$ cat src/cdbp_pkg.sv
// shared types and constants for the core/delta block parser
package cdbp_pkg;

    localparam int unsigned CodeW   = 2;
    localparam int unsigned CountW  = 6;
    localparam int unsigned CoordW  = 14;
    localparam int unsigned ByteW   = 8;
    localparam int unsigned KindW   = 2;
    localparam int unsigned ApbAddrW = 3;
    localparam int unsigned ApbDataW = 32;

    localparam logic [CodeW-1:0] CoreAngularReset  = 2'd1;
    localparam logic [CodeW-1:0] DeltaAngularReset = 2'd1;

    localparam logic RegCoreAngular  = 1'b0;
    localparam logic RegDeltaAngular = 1'b1;

    localparam logic [KindW-1:0] KindCore  = 2'd0;
    localparam logic [KindW-1:0] KindDelta = 2'd1;
    localparam logic [KindW-1:0] KindEnd   = 2'd2;

    typedef enum logic [3:0] {
        PH_WAIT      = 4'd0,
        PH_CORE_XH   = 4'd1,
        PH_CORE_XL   = 4'd2,
        PH_CORE_YH   = 4'd3,
        PH_CORE_YL   = 4'd4,
        PH_CORE_ANG  = 4'd5,
        PH_DELTA_HDR = 4'd6,
        PH_DEL_XH    = 4'd7,
        PH_DEL_XL    = 4'd8,
        PH_DEL_YH    = 4'd9,
        PH_DEL_YL    = 4'd10,
        PH_DEL_A1    = 4'd11,
        PH_DEL_A2    = 4'd12,
        PH_DEL_A3    = 4'd13
    } t_phase;

    typedef struct packed {
        logic [ByteW-1:0] data_byte;
        logic             block_start;
    } t_in_beat;

    typedef struct packed {
        logic [KindW-1:0]  point_kind;
        logic [CoordW-1:0] coord_x;
        logic [CoordW-1:0] coord_y;
        logic              angle_present;
        logic [ByteW-1:0]  angle_first;
        logic [ByteW-1:0]  angle_second;
        logic [ByteW-1:0]  angle_third;
        logic              end_of_block;
    } t_out_beat;

    typedef struct packed {
        t_phase            phase;
        logic [CountW-1:0] points_left;
        logic              angular;
        logic [CoordW-1:0] x_accum;
        logic [CoordW-1:0] y_accum;
        logic [ByteW-1:0]  hold_a1;
        logic [ByteW-1:0]  hold_a2;
    } t_parse_state;

    typedef struct packed {
        logic [CodeW-1:0] core_code;
        logic [CodeW-1:0] delta_code;
    } t_cfg;

endpackage

$ cat src/cdbp_step.sv
// next parse state and result for one byte of the block
module cdbp_step
    import cdbp_pkg::*;
(
    input  t_parse_state i_state,
    input  t_in_beat     i_beat,
    input  t_cfg         i_cfg,
    output t_parse_state o_state,
    output logic         o_res_valid,
    output t_out_beat    o_res
);

    logic [ByteW-1:0]  b;
    logic [CodeW-1:0]  hdr_type;
    logic [CountW-1:0] left_dec;
    logic [CoordW-1:0] y_low;
    logic              last_delta;

    assign b          = i_beat.data_byte;
    assign hdr_type   = b[7:6];
    assign left_dec   = i_state.points_left - CountW'(1);
    assign y_low      = i_state.y_accum | CoordW'(b);
    assign last_delta = (i_state.points_left <= CountW'(1));

    always_comb begin
        o_state     = i_state;
        o_res_valid = 1'b0;
        o_res       = '0;

        if (i_beat.block_start) begin
            o_state.angular     = (hdr_type == i_cfg.core_code);
            o_state.points_left = {2'b00, b[3:0]};
            o_state.phase       = (b[3:0] != 4'd0) ? PH_CORE_XH : PH_DELTA_HDR;
        end else begin
            unique case (i_state.phase)
                PH_CORE_XH, PH_DEL_XH: begin
                    o_state.x_accum = {b[5:0], 8'h00};
                    o_state.phase   = t_phase'(i_state.phase + 4'd1);
                end
                PH_CORE_XL, PH_DEL_XL: begin
                    o_state.x_accum = i_state.x_accum | CoordW'(b);
                    o_state.phase   = t_phase'(i_state.phase + 4'd1);
                end
                PH_CORE_YH, PH_DEL_YH: begin
                    o_state.y_accum = {b[5:0], 8'h00};
                    o_state.phase   = t_phase'(i_state.phase + 4'd1);
                end
                PH_CORE_YL, PH_CORE_ANG: begin
                    if (i_state.phase == PH_CORE_YL) begin
                        o_state.y_accum = y_low;
                    end
                    if (i_state.phase == PH_CORE_YL && i_state.angular) begin
                        o_state.phase = PH_CORE_ANG;
                    end else begin
                        o_res_valid            = 1'b1;
                        o_res.point_kind       = KindCore;
                        o_res.coord_x          = i_state.x_accum;
                        o_res.coord_y          = (i_state.phase == PH_CORE_YL) ?
                                                 y_low : i_state.y_accum;
                        o_res.angle_present    = i_state.angular;
                        o_res.angle_first      = (i_state.phase == PH_CORE_ANG &&
                                                  i_state.angular) ? b : '0;
                        o_state.points_left    = left_dec;
                        o_state.phase          = (left_dec != '0) ? PH_CORE_XH
                                                                  : PH_DELTA_HDR;
                    end
                end
                PH_DELTA_HDR: begin
                    o_state.angular     = (hdr_type == i_cfg.delta_code);
                    o_state.points_left = b[5:0];
                    if (b[5:0] == '0) begin
                        o_res_valid        = 1'b1;
                        o_res.point_kind   = KindEnd;
                        o_res.end_of_block = 1'b1;
                        o_state.phase      = PH_WAIT;
                    end else begin
                        o_state.phase = PH_DEL_XH;
                    end
                end
                PH_DEL_YL: begin
                    o_state.y_accum = y_low;
                    if (i_state.angular) begin
                        o_state.phase = PH_DEL_A1;
                    end else begin
                        o_state.hold_a1     = '0;
                        o_state.hold_a2     = '0;
                        o_res_valid         = 1'b1;
                        o_res.point_kind    = KindDelta;
                        o_res.coord_x       = i_state.x_accum;
                        o_res.coord_y       = y_low;
                        o_res.end_of_block  = last_delta;
                        o_state.points_left = left_dec;
                        o_state.phase       = last_delta ? PH_WAIT : PH_DEL_XH;
                    end
                end
                PH_DEL_A1: begin
                    o_state.hold_a1 = b;
                    o_state.phase   = PH_DEL_A2;
                end
                PH_DEL_A2: begin
                    o_state.hold_a2 = b;
                    o_state.phase   = PH_DEL_A3;
                end
                PH_DEL_A3: begin
                    o_res_valid         = 1'b1;
                    o_res.point_kind    = KindDelta;
                    o_res.coord_x       = i_state.x_accum;
                    o_res.coord_y       = i_state.y_accum;
                    o_res.angle_present = i_state.angular;
                    o_res.angle_first   = i_state.angular ? i_state.hold_a1 : '0;
                    o_res.angle_second  = i_state.angular ? i_state.hold_a2 : '0;
                    o_res.angle_third   = i_state.angular ? b : '0;
                    o_res.end_of_block  = last_delta;
                    o_state.points_left = left_dec;
                    o_state.phase       = last_delta ? PH_WAIT : PH_DEL_XH;
                end
                default: begin
                    o_state.phase = PH_WAIT;
                end
            endcase
        end
    end

endmodule

$ cat src/core_delta_block_parser.sv
// core/delta block parser top level: input register, parse step, result register, apb regs
//
//  channel | direction | handshake                      | payload
//  in      | input     | i_in_valid / o_in_ready        | i_in_data  (t_in_beat)
//  out     | output    | o_out_valid / i_out_ready      | o_out_data (t_out_beat)
//  apb     | input     | psel, penable, pwrite, pready  | paddr, pwdata, prdata
//
// one byte per cycle sustained unless the result beat stalls on a byte that yields a point
// the parse step sits between the input register and the result register
// a byte that yields a point waits in the input register only while the result beat stalls
// bytes that yield no point never stall
// synchronous active-low reset clears the parse phase, counters and valid flags
module core_delta_block_parser
    import cdbp_pkg::*;
(
    input  logic                i_clk,
    input  logic                i_rst_n,
    input  logic                i_in_valid,
    output logic                o_in_ready,
    input  t_in_beat            i_in_data,
    output logic                o_out_valid,
    input  logic                i_out_ready,
    output t_out_beat           o_out_data,
    input  logic                psel,
    input  logic                penable,
    input  logic                pwrite,
    input  logic [ApbAddrW-1:0] paddr,
    input  logic [ApbDataW-1:0] pwdata,
    output logic [ApbDataW-1:0] prdata,
    output logic                pready
);

    t_cfg         r_cfg;
    logic         r_in_valid;
    t_in_beat     r_in_data;
    t_parse_state r_state;
    t_parse_state n_state;
    logic         r_out_valid;
    t_out_beat    r_out_data;
    logic         step_res_valid;
    t_out_beat    step_res;
    logic         slot_free;
    logic         consume;

    cdbp_step u_step (
        .i_state     (r_state),
        .i_beat      (r_in_data),
        .i_cfg       (r_cfg),
        .o_state     (n_state),
        .o_res_valid (step_res_valid),
        .o_res       (step_res)
    );

    assign slot_free  = !r_out_valid || i_out_ready;
    assign consume    = r_in_valid && (!step_res_valid || slot_free);
    assign o_in_ready = !r_in_valid || consume;

    assign o_out_valid = r_out_valid;
    assign o_out_data  = r_out_data;

    assign pready = 1'b1;
    always_comb begin
        prdata = '0;
        unique case (paddr[2])
            RegCoreAngular:  prdata = ApbDataW'(r_cfg.core_code);
            RegDeltaAngular: prdata = ApbDataW'(r_cfg.delta_code);
            default:         prdata = '0;
        endcase
    end

    always_ff @(posedge i_clk) begin
        if (!i_rst_n) begin
            r_cfg.core_code  <= CoreAngularReset;
            r_cfg.delta_code <= DeltaAngularReset;
        end else if (psel && penable && pwrite) begin
            unique case (paddr[2])
                RegCoreAngular:  r_cfg.core_code  <= pwdata[CodeW-1:0];
                RegDeltaAngular: r_cfg.delta_code <= pwdata[CodeW-1:0];
                default: ;
            endcase
        end
    end

    // input register
    always_ff @(posedge i_clk) begin
        if (!i_rst_n) begin
            r_in_valid <= 1'b0;
        end else if (o_in_ready) begin
            r_in_valid <= i_in_valid;
        end
    end

    always_ff @(posedge i_clk) begin
        if (o_in_ready && i_in_valid) begin
            r_in_data <= i_in_data;
        end
    end

    // parse state
    always_ff @(posedge i_clk) begin
        if (!i_rst_n) begin
            r_state <= '{phase: PH_WAIT, default: '0};
        end else if (consume) begin
            r_state <= n_state;
        end
    end

    // result register
    always_ff @(posedge i_clk) begin
        if (!i_rst_n) begin
            r_out_valid <= 1'b0;
        end else if (slot_free) begin
            r_out_valid <= consume && step_res_valid;
        end
    end

    always_ff @(posedge i_clk) begin
        if (consume && step_res_valid) begin
            r_out_data <= step_res;
        end
    end

endmodule
$ cat config.mk
export PLATFORM = sky130hd
export DESIGN_NAME = core_delta_block_parser
export DESIGN_NICKNAME = d
export VERILOG_FILES = /design/src/cdbp_pkg.sv /design/src/cdbp_step.sv /design/src/core_delta_block_parser.sv
export SDC_FILE = /design/constraint.sdc
export NUM_CORES = 1
export LEC_CHECK = 0
export ABC_AREA = 0
export BUFFER_PORTS_ARGS = -buffer_cell sky130_fd_sc_hd__buf_2
export CAP_MARGIN = 30
export CORE_MARGIN = 4
export CORE_UTILIZATION = 49
export DETAILED_ROUTE_END_ITERATION = 12
export GPL_TIMING_DRIVEN = 0
export HOLD_SLACK_MARGIN = 0.03
export PLACE_DENSITY = 0.85
export SLEW_MARGIN = 10
export SYNTH_ARGS = -nofsm -noshare
export SYNTH_HDL_FRONTEND = slang
export SYNTH_SLANG_ARGS = --single-unit
$ cat constraint.sdc
create_clock -name i_clk -period 3.79 [get_ports i_clk]
set_input_delay 0.758 -clock i_clk [delete_from_list [all_inputs] [get_ports i_clk]]
set_output_delay 0.758 -clock i_clk [all_outputs]
set_load 0.005 [all_outputs]
Word-level counts from Yosys, hierarchy flattened
Index checks and enable logic that the tools add are counted.
- register bits after elaboration: 126
- latch bits: 0
- memory bits (writable): 0
- bits in read-only memories: 0
- bits of input ports: 51
- output and inout port bits: 91
- logic and storage cells: 118
- memories kept: 0
- add/sub/neg operators: 2
- $mul: 0
- divide/modulo/power cells: 0
- $lt $le $gt $ge: 1
- equality and inequality tests: 18
- shift-type cells: 0
- muxes and demuxes: 34
- bitwise logic cells: 6
- reduce and logical (&&, ||, !) cells: 36
- operator list (cell ; count):
    case mux 28 bit (3 select lines) ; 1
    case mux 32 bit (2 select lines) ; 1
    case mux 14 bit (3 select lines) ; 1
    2-to-1 mux 37 bit ; 1
    case mux 8 bit (2 select lines) ; 2
    2-to-1 mux 29 bit ; 1
    bitwise OR 14 x 8 -> 14 bit ; 2
    case mux 14 bit (2 select lines) ; 1
    case mux 4 bit (7 select lines) ; 1
    equality test 4 bit (second input constant) ; 6
    case mux 6 bit (4 select lines) ; 1
    case mux 9 bit (2 select lines) ; 1
    equality test 4 x 3 -> 1 bit (second input constant) ; 4
    2-to-1 mux 16 bit ; 1
    2-to-1 mux 8 bit ; 2
    2-to-1 mux 14 bit ; 1
    2-to-1 mux 3 bit ; 4
    2-to-1 mux 6 bit ; 2
    AND reduction 4 bit ; 3
    2-to-1 mux 11 bit ; 1
    equality test 4 x 2 -> 1 bit (second input constant) ; 2
    2-to-1 mux 4 bit ; 2
    case mux 2 bit (4 select lines) ; 1
    nonzero test 2 bit ; 4
    25 further kinds ; 51

Logic depth before layout (Yosys ltp)
- depth in word-level cells: 10
- gate-level depth with buffers: 10

Hierarchy
Synthesis repeated with hierarchy kept, for this count alone.
- cells, all modules: 667
- area total of the unflattened synthesis: 6592.6 um^2
- by module, submodules not included (module ; instances ; cells an instance ; area each (um^2) ; sequential area each (um^2)):
    core_delta_block_parser ; 1 ; 365 ; 4699.5 ; 3173.0
    cdbp_step ; 1 ; 302 ; 1893.1 ; 0.0

Least setup slack after synthesis
No wires, ideal clock.
- kind: register to register
- start: reg r_state[52] in the netlist's numbering
- end: reg r_out_data (netlist bit o_out_data[0]) (enable)
- library setup time: 0.420 ns
- arrival: 3.161 ns
- data required time: 3.370 ns
- path slack: 0.210 ns
- cell stages (with the launch flop): 10
- buffers on the path: 3
- clock period less this slack: 3.580 ns
- cell sequence: dfxtp_1 inv_1 ha_1 clkbuf_1 and2_1 a211oi_4 a21bo_1 buf_2 buf_2 and3_1
- word-level cells in the longest chain between the ends: 9
- RTL lines (what ; RTL line ; source):
    start, declared ; core_delta_block_parser.sv:36 ; t_parse_state r_state;
    start signal, assigned ; core_delta_block_parser.sv:104 ; r_state <= n_state;
    equality test 4 x 3 -> 1 bit ; cdbp_step.sv:35, cdbp_step.sv:52 ;
    logical AND 1 bit ; cdbp_step.sv:52 ; if (i_state.phase == PH_CORE_YL && i_state.angular) begin
    2-to-1 mux 1 bit ; cdbp_step.sv:52 ;
    case mux 1 bit (4 select lines) (*) ; cdbp_step.sv:35 ; unique case (i_state.phase)
    2-to-1 mux 1 bit (*) ; cdbp_step.sv:30 ; if (i_beat.block_start) begin
    zero test 1 bit ; core_delta_block_parser.sv:55 ; assign consume = r_in_valid && (!step_res_valid || slot_free);
    logical OR 1 bit ; core_delta_block_parser.sv:55 ;
    logical AND 1 bit ; core_delta_block_parser.sv:55 ;
    logical AND 1 bit (*) ; core_delta_block_parser.sv:118 ; if (consume && step_res_valid) begin
    end signal, assigned ; core_delta_block_parser.sv:119 ; r_out_data <= step_res;
    end, declared ; core_delta_block_parser.sv:39 ; t_out_beat r_out_data;
Every way passes the cells marked *; elsewhere a longest branch is shown, timed or not.
A chain may end at the register's enable or synchronous reset.

Worst setup path in the final report
- start: reg r_state[52] in the netlist's numbering
- end: reg r_out_data (netlist bit o_out_data[50]) (enable)
Same word-level chain as after synthesis.

==> qor.yml <==
synth:
  netlist_area_um2: 5954
  synth_cells: 565
  yosysTopAreaCellShare_pct: 32.78
  synth_common_cells: "edfxtp_1 (65), dfxtp_1 (61), nor2_1 (53)"
  async_flop_share_pct: 0
  yosys_register_bits: 126
  synth_ff_type: "edfxtp_1"
  synthMostInstantiatedCell: "edfxtp_1"
  synth.area.top_cells: "edfxtp_1 (33%), dfxtp_1 (21%), buf_4 (4.2%)"
  synth_largest_area_cell: "edfxtp_1"
  synth_edf_count: 65
  syn_area_per_cell_um2: 10.54
  yosys_warnings: 0
  yosys.cell_types.count: 72
  synth-seq-area-share_pct: 53.29
floorplan:
  die_y_um: 118.2
  die_x_um: 118.2
  die_area_um2: 13980
  coreArea_um2: 11660
  ios: 142
  initial_core_util_pct: 51.06
  rows: 39
clock_tree:
  clock_sinks: 126
  holdBufCountCts: 0
  cts_root_buffer: "clkbuf_16"
  worstSkewPairLatency_ps: 410
  cts-buffers-inserted: 17
  clock_path_buffers: 2
  clk_pin_slew_ps: 60
  post_cts_buffers: 0
  cts_resized: 0
  h-tree-depth: 4
  cts_tree: "yes"
cells_and_area:
  fill_cells: 935
  drive_gt1_share_pct: 24.68
  area_growth_pct: 22.13
  fin_area_um2: 7272
  fin_nets: 750
  n_antenna_cell: 0
grt:
  grt_pass1_vias: 4874
  grt_usage_pct: 22.60
  grt_pass1_wl_um: 25190
  grt_start_max_net_pins: 44
  antenna_found_initial: 0
  gr-total-overflow: 0
timing:
  rsz0062_at_grt: "no"
  hold_viol_final: 0
  worst_pin_slew_ps: 961.2
  fin_crit_ps: 3492
  finClkSkew_ps: 5.627
  timing.final.crit_share_pct: 92.14
  final_max_slew_viol_count: 0
  slew_headroom_pct: 35.75
  setup_viol: 0
  max_freq_ghz: 0.2864
placement:
  portBuffers: 77
  place_area_um2: 6649
  gp_congestion: 0.9616
  hpwl_um: 10980
worst_setup_path:
  crit_chain: "inv_1 > ha_1 > clkbuf_1 > and2_1 > a211oi_4 > a21bo_1 > buf_2 > buf_2 > and3_2 > buf_12"
  r2r-start: "r_state[52]"
  worstPathArrival_ps: 3590
  rr_worst_depth: 10
  max_stage_delay_ps: 500
  timing.critical_path.mode_cell: "buf_2"
  cp_max_fo: 43
  worstPathRequired_ps: 3890
  endpoint_kind: "register"
  r2r_slack_ps: 300
  path_class: "register to register"
  startpoint: "r_state[52]"
  critPathSlowestCell: "and3_2"
  start_kind: "register"
route:
  antenna_left: 0
  drc_errors: 0
  wl_um: 15700
  wire_per_inst_um: 18.51
  drt_iter0_markers: 445
  drtPass1Iterations: 5
  num_vias: 4846
  routed_via_density: 5.715
power_and_ir_drop:
  total_power_w: 0.003352
  power.density_nw_per_um2: 460.9
  ir_drop_mv: 0.2301
  power_leakage_nw: 2.789
min_path:
  holdCritStartpoint: "r_state[5]"
  holdPathStages: 1
  hold_path_class: "register to register"
flow_run:
  drv_cap: 0
run_status:
  status: "completed"
-- registers in the layout, indices dropped and copies added (netlist names) --
signal and cells:
o_out_data 56, o_out_valid 1, r_cfg 4, r_in_data 9, r_in_valid 1, r_state 55
-- routing by layer --
metal	track usage (%)	share of wire [%]	up-vias
li1	-	-	2246
met1	27.62	41	2333
met2	38.62	50	242
met3	4.776	7.0	25
met4	9.890	2.5	0
met5	0	0	-
-- critical path: cells and delay by family (launching register included) --
family,cells,cell delay [ps]
AO/OA/AOI/OAI,2,580
adder cells (fa/ha/maj),1,190
buffers and inverters,5,1120
flip-flops,1,430
AND/OR/NAND/NOR,2,810
-- cells in the final DEF (no fill, tap or decap), drive strengths merged, types with 17 or more instances in the layout --
master,Yosys,routed
buf,51,130
edfxtp,65,65
dfxtp,61,61
nor2,53,53
clkbuf,23,43
a21oi,40,40
and2,39,39
conb,2,31
o21ai,25,25
nand2,20,20
mux2i,18,18
nand3,17,17
-- stage by stage --
step	worst slack (ps)	utilization, %	setup TNS, ps	hold WS [ps]	std cells
6_report	297.9	62.35	0	458.3	848
5_1_grt	156.3	62.35	0	485.6	848
4_1_cts	336.0	62.29	0	462.2	847
3_5_place_dp	369.6	57.01	0	449.6	815
3_3_place_gp	-774.2	56.83	-42930	443.9	814
2_1_floorplan	209.6	-	0	431.8	594
-- final cells by class --
class	instances	area, µm²	share of cell area [%]
Sequential cell	126	3173	43.63
Tap cell	143	178.9	2.460
Clock buffer	20	456.7	6.280
Clock inverter	12	158.9	2.185
Multi-Input combinational cell	381	2410	33.14
Timing Repair Buffer	79	412.9	5.678
Inverter	13	48.80	0.6710
Buffer	74	432.9	5.953
-- cell families (layout without fill, tap and decap cells) --
family	Yosys count	count (layout)	share of synthesized area (%)
adders and majority gates	7	7	1.471
other	2	31	0.1261
AOI/OAI and AO/OA	129	129	15.65
buffers and inverters	87	198	8.090
muxes	21	21	3.593
and+or+nand+nor	187	187	16.89
DFF	126	126	53.29
xor gates and xnor gates	6	6	0.8825
-- final timing paths --
kind / to
hold reg to reg: r_state[5]
setup reg to reg: o_out_data[50]
hold / removal: r_state[5]
setup / recovery: o_out_data[50]
-- power breakdown --
group	internal (W)	leakage (nW)	switching (W)	total, W
Combinational	0.0000765	1.42	0.000140	0.000216
Sequential	0.00144	1.07	0.0000151	0.00145
Clock	0.00107	0.297	0.000608	0.00168
No activity file was read; power rests on OpenSTA's default activity.
